<file path="src/rtl/mlfq_pkg.sv">
// Shared constants, codes, state encoding and control structs for the MLFQ
// priority update engine. No dependencies.
`timescale 1ns / 1ps

package mlfq_pkg;

    // Table geometry and fixed-point format
    localparam int THREAD_SLOTS  = 64;
    localparam int SLOT_W        = $clog2(THREAD_SLOTS);
    localparam int PRIORITY_MAX  = 63;
    localparam int PRI_W         = $clog2(PRIORITY_MAX + 1);
    localparam int FRACTION_BITS = 14;
    localparam int FP_ONE        = 1 << FRACTION_BITS;
    localparam int FP_HALF       = FP_ONE / 2;

    // Port field widths
    localparam int OP_W         = 3;
    localparam int SLOT_FIELD_W = 6;
    localparam int NICE_IN_W    = 8;
    localparam int READY_W      = 7;
    localparam int LA_OUT_W     = 20;
    localparam int RC_OUT_W     = 25;
    localparam int PRIO_OUT_W   = 6;

    // Internal widths
    localparam int NICE_W  = 6;
    localparam int RCPU_W  = 32;
    localparam int MUL_B_W = 16;
    localparam int PROD_W  = 48;
    localparam int RAM_W   = NICE_W + RCPU_W + PRI_W;

    // Arithmetic constants
    localparam int C59        = (59 * FP_ONE) / 60;
    localparam int C1         = FP_ONE / 60;
    localparam int NICE_LIMIT = 20;
    localparam int PCT_SCALE  = 100;
    localparam int LA_OUT_MAX = 1000000;
    localparam int RC_OUT_MAX = 13107100;
    localparam int RC_OUT_MIN = -13107200;

    typedef enum logic [OP_W-1:0] {
        OP_TICK     = 3'd0,
        OP_RECALC   = 3'd1,
        OP_SET_NICE = 3'd2,
        OP_CREATE   = 3'd3,
        OP_EXIT     = 3'd4,
        OP_QUERY    = 3'd5
    } opcode_t;

    typedef enum logic [4:0] {
        ST_IDLE,
        ST_DECODE,
        ST_T_RD,
        ST_T_LATCH,
        ST_T_ADD,
        ST_L_MUL,
        ST_L_UPD,
        ST_DIV_INIT,
        ST_DIV,
        ST_W_CHECK,
        ST_U_RD,
        ST_U_LATCH,
        ST_U_MUL,
        ST_U_RCPU,
        ST_C_RD,
        ST_C_LATCH,
        ST_PRIO,
        ST_WR,
        ST_EXIT,
        ST_RP_RD,
        ST_RP_LATCH,
        ST_RP_MLA,
        ST_RP_LA,
        ST_RP_MRC,
        ST_RP_RC,
        ST_FIN
    } state_t;

    typedef struct packed {
        logic in_ready;
        logic mul_load59;
        logic load_upd;
        logic idx_clr;
        logic idx_inc;
        logic div_init;
        logic div_step;
        logic rd_parent;
        logic rd_report;
        logic latch;
        logic use_nice_in;
        logic mul_coeff;
        logic rcpu_upd;
        logic tick_add;
        logic prio_upd;
        logic wr;
        logic live_set;
        logic live_clr;
        logic mul_la;
        logic la_out;
        logic mul_rc;
        logic rc_out;
        logic out_load;
    } ctrl_cmd_t;

    typedef struct packed {
        logic [OP_W-1:0] op;
        logic            in_valid;
        logic            is_idle;
        logic            walk_ok;
        logic            idx_last;
        logic            div_done;
        logic            out_free;
    } ctrl_sts_t;

endpackage

</file>
<file path="src/rtl/mlfq_ctrl.sv">
// Sequencing state machine: walks each event through read, compute, write and
// report steps. Depends on mlfq_pkg.
`timescale 1ns / 1ps

module mlfq_ctrl (
    input  logic                clk,
    input  logic                rst_n,
    input  mlfq_pkg::ctrl_sts_t sts,
    output mlfq_pkg::ctrl_cmd_t cmd
);
    import mlfq_pkg::*;

    state_t state_reg;
    state_t state_next;

    always_ff @(posedge clk or negedge rst_n)
    begin
        if (!rst_n)
        begin
            state_reg <= ST_IDLE;
        end
        else
        begin
            state_reg <= state_next;
        end
    end

    always_comb
    begin
        state_next = state_reg;
        case (state_reg)
            ST_IDLE:
            begin
                if (sts.in_valid)
                begin
                    state_next = ST_DECODE;
                end
            end
            ST_DECODE:
            begin
                case (sts.op)
                    OP_TICK:     state_next = sts.is_idle ? ST_RP_RD : ST_T_RD;
                    OP_RECALC:   state_next = ST_L_MUL;
                    OP_SET_NICE: state_next = sts.is_idle ? ST_RP_RD : ST_DIV_INIT;
                    OP_CREATE:   state_next = sts.is_idle ? ST_RP_RD : ST_C_RD;
                    OP_EXIT:     state_next = sts.is_idle ? ST_RP_RD : ST_EXIT;
                    default:     state_next = ST_RP_RD;
                endcase
            end
            ST_T_RD:     state_next = ST_T_LATCH;
            ST_T_LATCH:  state_next = ST_T_ADD;
            ST_T_ADD:    state_next = ST_WR;
            ST_L_MUL:    state_next = ST_L_UPD;
            ST_L_UPD:    state_next = ST_DIV_INIT;
            ST_DIV_INIT: state_next = ST_DIV;
            ST_DIV:
            begin
                if (sts.div_done)
                begin
                    state_next = (sts.op == OP_RECALC) ? ST_W_CHECK : ST_U_RD;
                end
            end
            ST_W_CHECK:
            begin
                if (sts.walk_ok)
                begin
                    state_next = ST_U_RD;
                end
                else if (sts.idx_last)
                begin
                    state_next = ST_RP_RD;
                end
            end
            ST_U_RD:     state_next = ST_U_LATCH;
            ST_U_LATCH:  state_next = ST_U_MUL;
            ST_U_MUL:    state_next = ST_U_RCPU;
            ST_U_RCPU:   state_next = ST_PRIO;
            ST_C_RD:     state_next = ST_C_LATCH;
            ST_C_LATCH:  state_next = ST_PRIO;
            ST_PRIO:     state_next = ST_WR;
            ST_WR:
            begin
                if (sts.op == OP_RECALC && !sts.idx_last)
                begin
                    state_next = ST_W_CHECK;
                end
                else
                begin
                    state_next = ST_RP_RD;
                end
            end
            ST_EXIT:     state_next = ST_RP_RD;
            ST_RP_RD:    state_next = ST_RP_LATCH;
            ST_RP_LATCH: state_next = ST_RP_MLA;
            ST_RP_MLA:   state_next = ST_RP_LA;
            ST_RP_LA:    state_next = ST_RP_MRC;
            ST_RP_MRC:   state_next = ST_RP_RC;
            ST_RP_RC:    state_next = ST_FIN;
            ST_FIN:
            begin
                if (sts.out_free)
                begin
                    state_next = ST_IDLE;
                end
            end
            default:     state_next = ST_IDLE;
        endcase
    end

    always_comb
    begin
        cmd = '0;
        case (state_reg)
            ST_IDLE:     cmd.in_ready = 1'b1;
            ST_T_LATCH:  cmd.latch = 1'b1;
            ST_T_ADD:    cmd.tick_add = 1'b1;
            ST_L_MUL:
            begin
                cmd.mul_load59 = 1'b1;
                cmd.idx_clr    = 1'b1;
            end
            ST_L_UPD:    cmd.load_upd = 1'b1;
            ST_DIV_INIT: cmd.div_init = 1'b1;
            ST_DIV:      cmd.div_step = !sts.div_done;
            ST_W_CHECK:  cmd.idx_inc = !sts.walk_ok && !sts.idx_last;
            ST_U_LATCH:
            begin
                cmd.latch       = 1'b1;
                cmd.use_nice_in = (sts.op == OP_SET_NICE);
            end
            ST_U_MUL:    cmd.mul_coeff = 1'b1;
            ST_U_RCPU:   cmd.rcpu_upd = 1'b1;
            ST_C_RD:     cmd.rd_parent = 1'b1;
            ST_C_LATCH:  cmd.latch = 1'b1;
            ST_PRIO:     cmd.prio_upd = 1'b1;
            ST_WR:
            begin
                cmd.wr       = 1'b1;
                cmd.live_set = (sts.op == OP_CREATE);
                cmd.idx_inc  = (sts.op == OP_RECALC) && !sts.idx_last;
            end
            ST_EXIT:     cmd.live_clr = 1'b1;
            ST_RP_RD:    cmd.rd_report = 1'b1;
            ST_RP_LATCH: cmd.latch = 1'b1;
            ST_RP_MLA:   cmd.mul_la = 1'b1;
            ST_RP_LA:    cmd.la_out = 1'b1;
            ST_RP_MRC:   cmd.mul_rc = 1'b1;
            ST_RP_RC:    cmd.rc_out = 1'b1;
            ST_FIN:      cmd.out_load = sts.out_free;
            default:     cmd = '0;
        endcase
    end
endmodule

</file>
<file path="config.mk">
export PLATFORM = sky130hd
export DESIGN_NAME = mlfq_ctrl
export DESIGN_NICKNAME = d
export VERILOG_FILES = /design/src/rtl/mlfq_pkg.sv /design/src/rtl/mlfq_ctrl.sv
export SDC_FILE = /design/constraint.sdc
export NUM_CORES = 1
export LEC_CHECK = 0
export ABC_AREA = 1
export ABC_CLOCK_PERIOD_IN_PS = 1600
export BUFFER_PORTS_ARGS = -buffer_cell sky130_fd_sc_hd__clkbuf_2
export CAP_MARGIN = 20
export CORE_MARGIN = 8
export CORE_UTILIZATION = 45
export CTS_CLUSTER_SIZE = 28
export DETAILED_ROUTE_END_ITERATION = 10
export PLACE_DENSITY_LB_ADDON = 0.25
export SYNTH_ARGS = -nofsm -noshare
export SYNTH_HDL_FRONTEND = slang
export SYNTH_SLANG_ARGS = --single-unit
</file>
<file path="constraint.sdc">
create_clock -name clk -period 1.6 [get_ports clk]
set_input_delay 0.32 -clock clk [delete_from_list [all_inputs] [get_ports clk]]
set_output_delay 0.32 -clock clk [all_outputs]
set_load 0.1 [all_outputs]
</file>
==> results of run 1 <==
-- kinds of logic after synthesis --
| kind of cell | Yosys count | share of synthesized area |
|---|---|---|
| flip-flops | 5 | 0.149 |
| buffers and inverters | 40 | 0.187 |
| AO/OA/AOI/OAI | 10 | 0.0714 |
| AND/OR/NAND/NOR | 105 | 0.592 |
-- per-stage QoR --
stage,setup WS (ns),TNS [ns]
2_1_floorplan,-0.673,-3.78
3_3_place_gp,-0.0460,-0.0825
-- cells in the mapped netlist, drive strengths merged (2+ instances only) --
cell,number,share of area
o21ai,3,0.018
inv,36,0.16
nand4,4,0.030
nor2,27,0.17
nor3,5,0.030
a21oi,3,0.018
nand2,45,0.21
dfrtp,5,0.15
nand3,21,0.13
buf,2,0.015
==> out/qor.txt, run 1 <==
RUN STATUS
-----------------------------------------------------------------------------------------
Run status ................................................................. aborted with a tool error
Step where the flow halted ................................................. 3_5_place_dp
Stop Error ................................................................. [ERROR DPL-0033] detailed placement checks failed during check placement.

PLACEMENT
-----------------------------------------------------------------------------------------
Weighted congestion at the end of routability-driven global placement ......         1.04
IO Port Bufs ...............................................................           33
Post-detail-place hpwl .....................................................      3840 um

YOSYS
-----------------------------------------------------------------------------------------
Register area share after synthesis ........................................        0.149
Dominant synthesized flop cell ............................................. sky130_fd_sc_hd__dfrtp_1
Mean area per synthesized cell .............................................   5.26 sq um
FF+latch count, synth ......................................................            5
Cells after synthesis ......................................................          160
Total standard cell area after synthesis ...................................    841 sq um
Number of nets produced by synthesis .......................................          171
Count of cell types in the netlist .........................................           25
Proportion of register bits with asynchronous set or reset after synthesis .         1.00
Yosys warns ................................................................            0
EDFF count, synth ..........................................................            0

FLOORPLANNING
-----------------------------------------------------------------------------------------
Effective utilization at floorplan .........................................        0.482
DIE WIDTH ..................................................................      59.2 um
I/O pin count ..............................................................           34
Row cnt ....................................................................           15
Die extent in y ............................................................      59.2 um

==> run 2: changes to the inputs <==
--- a/config.mk
+++ b/config.mk
@@ -9,11 +9,10 @@
 export ABC_CLOCK_PERIOD_IN_PS = 1600
 export BUFFER_PORTS_ARGS = -buffer_cell sky130_fd_sc_hd__clkbuf_2
 export CAP_MARGIN = 20
-export CORE_MARGIN = 8
-export CORE_UTILIZATION = 45
-export CTS_CLUSTER_SIZE = 28
+export CORE_AREA = 8 8 69 71
 export DETAILED_ROUTE_END_ITERATION = 10
-export PLACE_DENSITY_LB_ADDON = 0.25
+export DIE_AREA = 0 0 77 79
+export PLACE_DENSITY_LB_ADDON = 0.15
 export SYNTH_ARGS = -nofsm -noshare
 export SYNTH_HDL_FRONTEND = slang
 export SYNTH_SLANG_ARGS = --single-unit
==> out/qor.txt, run 2 <==
RUN STATUS
-----------------------------------------------------------------------------------------
Run status ................................................................. complete, but fails checks
Violations in the final reports ............................................ negative setup slack

TIMING
-----------------------------------------------------------------------------------------
Minimum period implied by the final worst setup slack ......................      1.86 ns
Worst Tran Pin Value .......................................................     0.287 ns
Max-slew violation count ...................................................            0
Setup ws final .............................................................    -0.256 ns
RSZ-0062 raised after global routing .......................................          yes
Final clock period utilization by the worst path ...........................         1.16
Final setup TNS ............................................................     -4.33 ns
Final setup violation count ................................................           27
Final worst clock skew .....................................................   0.00561 ns
Number of hold violations in the final report ..............................            0
Highest clock rate .........................................................      539 MHz
Relative slew slack ........................................................        0.808

GLOBAL ROUTING
-----------------------------------------------------------------------------------------
Global Route Usage Sum .....................................................        0.118
Number of antenna violations at the first check in global routing ..........            0
Via count of the first global-routing pass .................................         1297
Pin count of the biggest net entering global routing .......................           15
Global route total overflow ................................................            0
Global-route wire length before repair .....................................      5980 um

YOSYS
-----------------------------------------------------------------------------------------
Library cell with the highest instance count after synthesis ............... sky130_fd_sc_hd__nand2_1
Proportion of register bits with asynchronous set or reset after synthesis .         1.00
Register area share after synthesis ........................................        0.149
Dominant synthesized flop cell ............................................. sky130_fd_sc_hd__dfrtp_1
Cells after synthesis ......................................................          160
Total standard cell area after synthesis ...................................    841 sq um
Fraction of post-synthesis cell area in the top cell type by area ..........        0.183
Cell type with the largest total area after synthesis ...................... sky130_fd_sc_hd__nand2_1
Mean area per synthesized cell .............................................   5.26 sq um
Count of cell types in the netlist .........................................           25
EDFF count, synth ..........................................................            0
Number of nets produced by synthesis .......................................          171
Yosys warns ................................................................            0
FF+latch count, synth ......................................................            5
Leading post-synthesis cells by cell area .................................. sky130_fd_sc_hd__nand2_1 18%, sky130_fd_sc_hd__inv_1 15%, sky130_fd_sc_hd__dfrtp_1 15%, sky130_fd_sc_hd__nand3_1 12%, sky130_fd_sc_hd__nor2_1 8.0%
Commonest cells in the netlist ............................................. 41 x sky130_fd_sc_hd__nand2_1, 34 x sky130_fd_sc_hd__inv_1, 20 x sky130_fd_sc_hd__nand3_1, 18 x sky130_fd_sc_hd__nor2_1, 6 x sky130_fd_sc_hd__nor2_2

PWR
-----------------------------------------------------------------------------------------
Power density relative to cell area ........................................ 1710 nW/um^2
Leakage ....................................................................      1.05 nW
Maximum VDD drop ...........................................................      1050 uV

WORST SETUP PATH
-----------------------------------------------------------------------------------------
Worst EP required ..........................................................      1.28 ns
Slack of the worst reg-to-reg path .........................................     -0.03 ns
Cells along the critical path .............................................. buf_6 -> nor2_4 -> nand3_4 -> o21ai_4 -> buf_12
Largest fanout on the critical path ........................................            7
Endpoint kind of the worst setup timing path ............................... primary output
Largest stage delay on the critical path ...................................      0.39 ns
Critical path start-end classification .....................................   reg -> out
Logic depth of the worst path, buffers included ............................            5
R2R cell count .............................................................            9
Slowest cell on the critical path .......................................... sky130_fd_sc_hd__dfrtp_1
CP Data Arrival Time .......................................................      1.54 ns
Dominant delay contributor by cell family on the critical path ............. simple AND/OR/NAND/NOR gates
Crit path buf inv count ....................................................            2
Element type at the critical path start ....................................         flop

FLOORPLANNING
-----------------------------------------------------------------------------------------
Row cnt ....................................................................           23
Die extent in y ............................................................        79 um
Die outline area ...........................................................   6080 sq um
Effective utilization at floorplan .........................................        0.221
Placeable core region ......................................................   3800 sq um
DIE WIDTH ..................................................................        77 um
I/O pin count ..............................................................           34

CLOCK TREE
-----------------------------------------------------------------------------------------
Clock Sink Count ...........................................................            5
Number of buffers inserted during clock tree synthesis .....................            3
CTS clk-pin slew, worst paths ..............................................      0.04 ns
Max Root-Sink Buffers ......................................................            2
Clock tree from TritonCTS ..................................................          yes
Cell chosen for the clock root ............................................. sky130_fd_sc_hd__clkbuf_8
CTS H-tree depth ...........................................................            1
Clock latency at the later pin of the worst-skew pair ......................      0.22 ns

ROUTING
-----------------------------------------------------------------------------------------
Routed Antenna Nets ........................................................            0
1st-iter DRT viols .........................................................           63
Total number of vias .......................................................         1352
Post-route DRC .............................................................            0
Per-cell via count in the routed design ....................................         4.54
Number of iterations in the first detailed-routing pass ....................            4
Average wire per cell in the routed design .................................      13.2 um
Final wirelength ...........................................................      3920 um

PLACEMENT
-----------------------------------------------------------------------------------------
IO Port Bufs ...............................................................           33
Placed Instance Area .......................................................   1780 sq um
Weighted congestion at the end of routability-driven global placement ......        0.878
Post-detail-place hpwl .....................................................      2830 um

FINISH
-----------------------------------------------------------------------------------------
Commonest cells after routing, fill and taps aside ......................... 40 x sky130_fd_sc_hd__buf_4, 32 x sky130_fd_sc_hd__nand2_1, 23 x sky130_fd_sc_hd__buf_12
Number of nets in the final layout .........................................          260
Layout cells sized above 1 .................................................        0.657
Antenna cell count .........................................................            0
Finished layout cell area ..................................................   2210 sq um
Layout overhead on the synthesized area ....................................         163%
Most frequent standard cell in the layout excluding fill and tap cells ..... sky130_fd_sc_hd__buf_4
Filler instances ...........................................................          356
Largest register FFs .......................................................            5

JOB
-----------------------------------------------------------------------------------------
Max-cap violations .........................................................            0

WORST HOLD PATH
-----------------------------------------------------------------------------------------
Worst hold path type .......................................................  in -> async

-- run 2: where the power goes --
| group | switching (mW) | total [mW] | internal (mW) |
|---|---|---|---|
| Clock | 0.0660 | 0.237 | 0.171 |
| Sequential | 0.104 | 0.300 | 0.197 |
| Combinational | 1.93 | 3.26 | 1.33 |
-- run 2: worst paths after layout --
kind / startpoint / end
worst max-delay path: state_reg[2]$_DFFE_PN0P_ / cmd[18]
worst min-delay path: rst_n / state_reg[2]$_DFFE_PN0P_
worst max register to register: state_reg[2]$_DFFE_PN0P_ / state_reg[0]$_DFFE_PN0P_
worst min register to register: state_reg[0]$_DFFE_PN0P_ / state_reg[0]$_DFFE_PN0P_
max in group asynchronous: rst_n / state_reg[0]$_DFFE_PN0P_
min in group clk: sts[1] / state_reg[3]$_DFFE_PN0P_
-- run 2: timing repair --
action                     in CTS  in global routing
hold endpoints to repair        5                  0
setup buffers                  13                 12
setup endpoints to repair      24                 28
pin swaps                      11                 19
hold buffers                    1                  0
gates resized for setup        31                 25
-- run 2: layout make-up --
class                   instances  area [sq um]  share of cell area
multi-input cells             115           818               0.369
inverters                      37           193              0.0870
flip-flops and latches          5           129              0.0582
well taps                      50          62.6              0.0282
clock buffers                   4          45.0              0.0203
repair buffers                 87           967               0.437
-- run 2: per-layer routing --
metal	part of all wire	vias up	GRT usage
met2	0.52	48	0.213
li1	-	685	-
met3	0.057	8	0.0293
met1	0.40	611	0.131
met5	0	-	0
met4	0.021	0	0.0434
-- run 2: logic make-up (layout without fill, tap and decap cells) --
logic type / after synthesis / after routing / synth area share
flip-flops: 5 / 5 / 0.149
buffers and inverters: 40 / 128 / 0.187
AO/OA/AOI/OAI: 10 / 10 / 0.0714
AND/OR/NAND/NOR: 105 / 105 / 0.592
-- run 2: metrics by stage --
step / power (mW) / setup slack [ns] / instances / utilization / hold WS (ns)
after detailed placement: 2.83 / -0.0957 / 269 / 0.469 / 0.140
final: 3.80 / -0.256 / 298 / 0.583 / 0.447
after global routing: 3.99 / -0.319 / 298 / 0.583 / 0.461
after global placement: 2.84 / -0.0878 / 269 / 0.469 / 0.140
after floorplan: 1.89 / -0.673 / 160 / - / 0.0244
after CTS: 3.41 / -0.271 / 287 / 0.535 / 0.449
(Power assumes the default switching activity.)
